`config.mk`:
```
export PLATFORM = sky130hd
export DESIGN_NAME = spp_bounds
export DESIGN_NICKNAME = d
export VERILOG_FILES = /design/src/hw/rtl/spp_pkg.sv /design/src/hw/rtl/spp_bounds.sv
export SDC_FILE = /design/constraint.sdc
export NUM_CORES = 2
export LEC_CHECK = 0
export CAP_MARGIN = 10
export CORE_AREA = 2 2 251 253
export CTS_CLUSTER_SIZE = 8
export DETAILED_ROUTE_END_ITERATION = 16
export DIE_AREA = 0 0 253 255
export DONT_BUFFER_PORTS = 1
export PLACE_DENSITY = 0.7
export SLEW_MARGIN = 0
export SYNTH_ARGS = -nofsm -noshare
export SYNTH_HDL_FRONTEND = slang
export SYNTH_SLANG_ARGS = --single-unit
```
`constraint.sdc`:
```
create_clock -name clk -period 5 [get_ports clk]
set_input_delay 0.5 -clock clk [delete_from_list [all_inputs] [get_ports clk]]
set_output_delay 0.5 -clock clk [all_outputs]
set_load 0.01 [all_outputs]
```
`src/hw/rtl/spp_pkg.sv`:
```
// Shared types, codes and helpers of the SP-PIFO packet scheduler.
package spp_pkg;

	localparam int RANK_W   = 32;
	localparam int HANDLE_W = 16;
	localparam int WEIGHT_W = 16;
	localparam int ENTRY_W  = HANDLE_W + RANK_W;

	// operation carried by the func field
	localparam logic FUNC_ENQ = 1'b0;
	localparam logic FUNC_DEQ = 1'b1;

	typedef enum logic [1:0] {
		ST_ENQ   = 2'd0,
		ST_DROP  = 2'd1,
		ST_DEQ   = 2'd2,
		ST_EMPTY = 2'd3
	} status_t;

	typedef enum logic [1:0] {
		S_CLR,
		S_IDLE,
		S_RD,
		S_UPD
	} state_t;

	// signed 32-bit a >= b on raw bit patterns
	function automatic logic sge32(input logic [RANK_W-1:0] a, input logic [RANK_W-1:0] b);
		return signed'(a) >= signed'(b);
	endfunction

endpackage

```
`src/hw/rtl/spp_bounds.sv`:
```
// Queue bound registers: target search by rank, push-up and push-down updates.
module spp_bounds #(
	parameter int NUM_QUEUES = 8,
	parameter int QW         = 3
) (
	input  logic                          clk,
	input  logic                          arst_n,
	input  logic [spp_pkg::RANK_W-1:0]    rank,
	input  logic                          upd,
	output logic [QW-1:0]                 target,
	output logic                          found
);
	import spp_pkg::*;

	logic [RANK_W-1:0] bnd_q [NUM_QUEUES];

	// highest-index queue whose bound is at most the rank wins
	always_comb begin
		found  = 1'b0;
		target = '0;
		for (int i = 0; i < NUM_QUEUES; i++) begin
			if (sge32(rank, bnd_q[i])) begin
				found  = 1'b1;
				target = QW'(i);
			end
		end
	end

	always_ff @(posedge clk or negedge arst_n) begin
		if (!arst_n) begin
			for (int i = 0; i < NUM_QUEUES; i++) begin
				bnd_q[i] <= '0;
			end
		end else if (upd) begin
			if (found) begin
				for (int i = 0; i < NUM_QUEUES; i++) begin
					if (QW'(i) == target) begin
						bnd_q[i] <= rank;
					end
				end
			end else begin
				// push down: shift every bound by bound0 - rank
				bnd_q[0] <= rank;
				for (int i = 1; i < NUM_QUEUES; i++) begin
					bnd_q[i] <= bnd_q[i] - bnd_q[0] + rank;
				end
			end
		end
	end

	a_push_down_sets_head: assert property (@(posedge clk) disable iff (!arst_n)
		(upd && !found) |=> (bnd_q[0] == $past(rank)))
		else $error("push-down did not set bound 0 to the rank");

	a_target_fits: assert property (@(posedge clk) disable iff (!arst_n)
		found |-> sge32(rank, bnd_q[target]))
		else $error("chosen queue bound exceeds the rank");

	a_head_bound_holds: assert property (@(posedge clk) disable iff (!arst_n)
		!upd |=> (bnd_q[0] == $past(bnd_q[0])))
		else $error("bound 0 moved without an update");

endmodule

```
# ---- Yosys cells after proc, flatten, opt, wreduce, memory -nomap -nowiden
# Index checks and enable logic that the tools add are counted.
dict set report word_totals {
  ff_bits 256
  latch_bits 0
  ramBits 0
  romBits 0
  in_bits 35
  output_inout_bits 4
  word_cells 78
  n_memories 0
}
dict set report op_classes {
  addsub 14
  multipliers 0
  div_mod_pow 0
  order_cmp 8
  n_eq_ne 15
  shift 0
  muxes 24
  bitwise 0
  n_reduce_logical 9
}
# cell count
set ops {}
lappend ops {{$ge 32x32->1} 8}
lappend ops {{$mux 256} 1}
lappend ops {{$mux 32} 8}
lappend ops {{$add 32x32->32} 7}
lappend ops {{$sub 32x32->32} 7}
lappend ops {{$mux 3} 6}
lappend ops {{$ne 2x1->1 const B} 8}
lappend ops {{$reduce_and 2->1} 8}
lappend ops {{$eq 3x3->1 const A} 4}
lappend ops {{$mux 1} 9}
lappend ops {{$eq 2x3->1 const A} 2}
lappend ops {{$eq 1x3->1 const A} 1}
lappend ops {{$logic_not 3->1} 1}

# ---- Depth between registers and ports, before layout
dict set report logic_depth {
  ltp_word 11
  mapped_depth 18
  depth_no_buf 17
}

# ---- Least setup slack after synthesis
# Ideal clock, no wire load.
dict set report synth_path {
  path_type {in2reg}
  start {input rank[1] in the netlist's numbering}
  end {register bnd_q[125] in the netlist's numbering}
  setup_time_ns 0.065
  arrival_ns 4.232
  required_ns 4.935
  setup_slack_ns 0.703
  stages 15
  n_path_buf 0
  path_cell_list {inv_1 fa_1 inv_1 ha_1 a211oi_1 nor2_1 o31ai_1 o2111ai_1 a2111oi_0 o21ai_0 o21ai_0 o21ai_0 mux2i_1 o311ai_0 o21a_1}
}
dict set report synth_via {
  elab_chain_cells 11
  elab_cells_between_ends 28
  classes_between {1 x add/sub; 8 x order compare; 2 x eq/ne; 16 x mux; 1 x reduce/logical}
}
# item line
set synth_lines {}
lappend synth_lines {{start: declaration} spp_bounds.sv:8} ;# input logic [spp_pkg::RANK_W-1:0] rank,
lappend synth_lines {{$ge 32x32->1} spp_pkg.sv:29} ;# return signed'(a) >= signed'(b);
lappend synth_lines {{$mux 1} spp_bounds.sv:22} ;# if (sge32(rank, bnd_q[i])) begin
lappend synth_lines {{$mux 3 or $mux 1 (tied branches) (6 in a row)} spp_bounds.sv:22}
lappend synth_lines {{$eq 3x3->1 or $mux 1 (tied branches)} {spp_bounds.sv:37, spp_bounds.sv:22}}
lappend synth_lines {{$ne 2x1->1 (no source line)} --}
lappend synth_lines {{$reduce_and 2->1 (no source line)} --}
lappend synth_lines {{end signal: indexed assignment} spp_bounds.sv:38} ;# bnd_q[i] <= rank;
lappend synth_lines {{end signal: indexed assignment} spp_bounds.sv:45} ;# bnd_q[i] <= bnd_q[i] - bnd_q[0] + rank;
lappend synth_lines {{end: declaration} spp_bounds.sv:15} ;# logic [RANK_W-1:0] bnd_q [NUM_QUEUES];
# Several ways; a longest one is shown, not always the timed one.
# A chain may end at the register's enable or synchronous reset.

# ---- Final worst setup path
dict set report layout_path {
  start {register bnd_q[191] in the netlist's numbering}
  end {output found}
}
dict set report layout_via {
  elab_chain_cells 7
}
# item line
set layout_lines {}
lappend layout_lines {{$ge 32x32->1} spp_pkg.sv:29}
lappend layout_lines {{$mux 1 (6 in a row)} spp_bounds.sv:22}
lappend layout_lines {{end: declaration} spp_bounds.sv:11} ;# output logic found
# Every way passes these cells.

==> flow_summary_export.csv <==
group,metric,value,unit
cells_and_area,layout-drive-gt1-share,0.0778,
route,post_drt_wl_per_cell,23.4,um
setup_path,cp_top_family,"simple AND/OR/NAND/NOR gates",
cells_and_area,antennaDiodeCount,0,
clocking,h-tree-depth,2,
cells_and_area,area.growth.synth_to_final,9.86,%
cells_and_area,regMostFlops,"bnd_q",
setup_path,crit_path_end_kind,"primary output",
yosys,synth_fa_ha_area_frac,0.308,
placement,hpwl,89.7,mm
die,start_util,0.541,
run_status,status,"finished, violations left",
cells_and_area,reg_top3,"bnd_q (256)",
global_routing,antenna_found_initial,2,
power,p_clk_frac,0.104,
sta,hold_viol_final,256,
cells_and_area,fillers,5552,
power,power.density,697,nW/um2
setup_path,worst_setup_path_start_kind,"register",
clocking,clock_sinks,256,
yosys,async_flop_share,1.00,
yosys,ys_seq_area_frac,0.191,
power,p_switching,13.1,mW
clocking,clock_path_buffers,3,
yosys,synth_seq_cells,256,
yosys,synth.distinct_cells,95,
power,vdd_ir_drop_max,0.000373,V
sta,finClkSkew,0.0172,ns
sta,fin_ws,0.0205,ns
cells_and_area,post-route-cell-area,36900,um2
global_routing,overflow,0,
die,ios,39,
yosys,synth_xor_area_frac,0.0469,
yosys,synth_nets,4712,
setup_path,slowest_delay,0.60,ns
global_routing,grt_pass1_vias,29168,
die,coreArea,62200,um2
hold_path,worst_hold_path_type,"in2async",
clocking,numCtsBuffers,40,
yosys,synth_mux_area_frac,0.0313,
yosys,yosysMostFrequentCell,"inv_1",
power,p_leak,19.5,nW
setup_path,worstPathCellList,"inv_1, ha_1, and4_1, nand4_1, or3_1, or4_1, and4_4, or2_0, and4_4, and3_4, clkinv_2, buf_12, buf_4",
yosys,syn_inst,3980,
setup_path,cp_max_fo,15,
yosys,syn-cell-area,33600,um2
clocking,cts-root-buf,"clkbuf_16",
placement,pre_cts_slack,-0.0878,ns
route,drtIter0Drc,2800,
global_routing,grt_usage,0.362,
setup_path,path_class,"reg2out",
sta,maxSlewHeadroom,0.368,
route,wirelength,115,mm
sta,fin_crit_sh,0.996,
setup_path,reg2reg_from,"bnd_q[233]",
setup_path,cp.arrival,4.48,ns
die,die_width,253,um
sta,worstMarginPinSlew,0.947,ns
sta,fin_hold_ws,-0.372,ns
die,die_h,255,um
clocking,clk_latency,0.58,ns
sta,fmax,201,MHz
global_routing,grt_first_pass_wirelength,176,mm
yosys,synth_top_area_cell,"dfrtp_1",
yosys,synth_area_leaders,"dfrtp_1, ha_1, fa_1",
power,power,25.8,mW
placement,place_area,35700,um2
yosys,ys_warn_count,0,
yosys,synth-edff-count,0,
sta,maxSlewViolCount,0,
yosys,yosys.area_share.simple,0.115,
cells_and_area,fin_cells,4926,
clocking,cts_tree,"done",
sta,period_minus_slack,4.98,ns
placement,gp_congestion,0.995,
cells_and_area,nets,4843,
clocking,cts_hold_buffers,2,
yosys,synth_top_family_by_area,"adder cells",
setup_path,required,4.50,ns
run_status,violations,"hold timing",
cells_and_area,regArea,6410,um2
route,viasPerCell,6.11,
cells_and_area,multi_input_area,23900,um2
setup_path,r2r_end,"bnd_q[31]",
global_routing,grt_max_degree,257,
setup_path,cp_common_cell,"and4_4",
yosys,synth_top_area_frac,0.191,
setup_path,crit_buf_inv,4,
route,routed-via-count,30117,
setup_path,rr_worst_depth,14,
yosys,synth_compound_area_frac,0.207,
clocking,clk_pin_slew,0.06,ns
yosys,synth_commonest_cells,"inv_1, ha_1, a21oi_1",
sta,setup_viol,0,
power,netSwitchingFraction,0.508,
setup_path,slowest_stage,"or4_1",
placement,placed_cells,4864,
route,dr.pass1.iters,6,
placement,numPortBuffers,0,
yosys,syn_area_per_cell,8.45,um2
die,row_count,92,
power,power_frac_comb,0.762,
run,max_cap_violations,0,
die,die_area,64500,um2
yosys,ys.flop_type,"dfrtp_1",
cells_and_area,largest_register_ffs,256,
power,p_int,12.7,mW
route,drtAntennaViolNets,0,
sta,grt_setup_unrepaired,"false",
power,seqPwrFrac,0.134,
route,drc,0,
setup_path,r2r_setup_slack,0.26,ns
==> metal layers <==
metal,up-vias,GRT usage,part of all wire
li1,14005,-,-
met1,14488,0.476,0.41
met2,1306,0.574,0.44
met3,316,0.0565,0.082
met4,2,0.196,0.064
met5,-,0,0.00011
==> per-stage QoR <==
stage	setup TNS, ns	utilization
2_1_floorplan	0	-
3_3_place_gp	-0.224	0.574
3_5_place_dp	-0.125	0.574
4_1_cts	0	0.593
5_1_grt	0	0.594
6_report	0	0.594
==> worst max path at each step <==
stage                     from    endpoint  slack (ns)  cells past startpoint
floorplan              rank[1]  bnd_q[125]        0.70                     15
global placement       rank[1]  bnd_q[125]       -0.14                     16
detailed placement     rank[1]  bnd_q[125]       -0.09                     16
CTS                  bnd_q[41]       found        0.03                     13
global route        bnd_q[137]       found       0.005                     14
finish              bnd_q[191]       found        0.02                     13
==> placed cells by master, fill, tap and decap left out, types with 47 or more instances in the layout <==
| cell | count |
|---|---|
| o22ai_1 | 57 |
| nand3_1 | 81 |
| nor2_1 | 247 |
| xor2_1 | 63 |
| a31oi_1 | 93 |
| mux2_2 | 50 |
| o21a_1 | 47 |
| o21ai_0 | 157 |
| nand2_1 | 204 |
| ha_1 | 480 |
| a21o_1 | 129 |
| a21oi_1 | 271 |
| nand4_1 | 49 |
| dfrtp_1 | 254 |
| a211oi_1 | 49 |
| fa_1 | 217 |
| xnor2_1 | 117 |
| buf_4 | 152 |
| inv_1 | 779 |
==> cell type report <==
type | count | area share
inverters | 781 | 0.0794
clock inverters | 3 | 0.000712
clock buffers | 55 | 0.0303
flip-flops and latches | 256 | 0.174
multi-input cells | 2861 | 0.648
repair buffers | 171 | 0.0407
well taps | 799 | 0.0271
==> power by group through the flow <==
stage               Sequential, mW  Combinational [mW]  Clock, mW
finish                        3.44                19.6       2.68
global route                  3.54                21.8       2.77
CTS                           3.43                19.2       2.69
detailed placement            3.46                19.1          0
global placement              3.43                18.8          0
floorplan                     3.37                14.3          0
==> what timing repair did <==
item / 4_1_cts / 5_1_grt
buffers inserted: 0 / 2
setup endpoints to repair: 3 / 11
hold endpoints to repair: 267 / 256
pin swaps: 0 / 4
gates resized for setup: 3 / 14
==> logic make-up (layout without fill, tap and decap cells) <==
kind of cell               after synthesis  after routing
AOI/OAI and AO/OA                     1077           1077
xor gates and xnor gates               180            180
buffers and inverters                  863           1010
and+or+nand+nor                        810            810
DFF                                    256            256
muxes                                   97             97
adders and majority gates              697            697
Note: power is estimated with default switching activity, not from simulation.
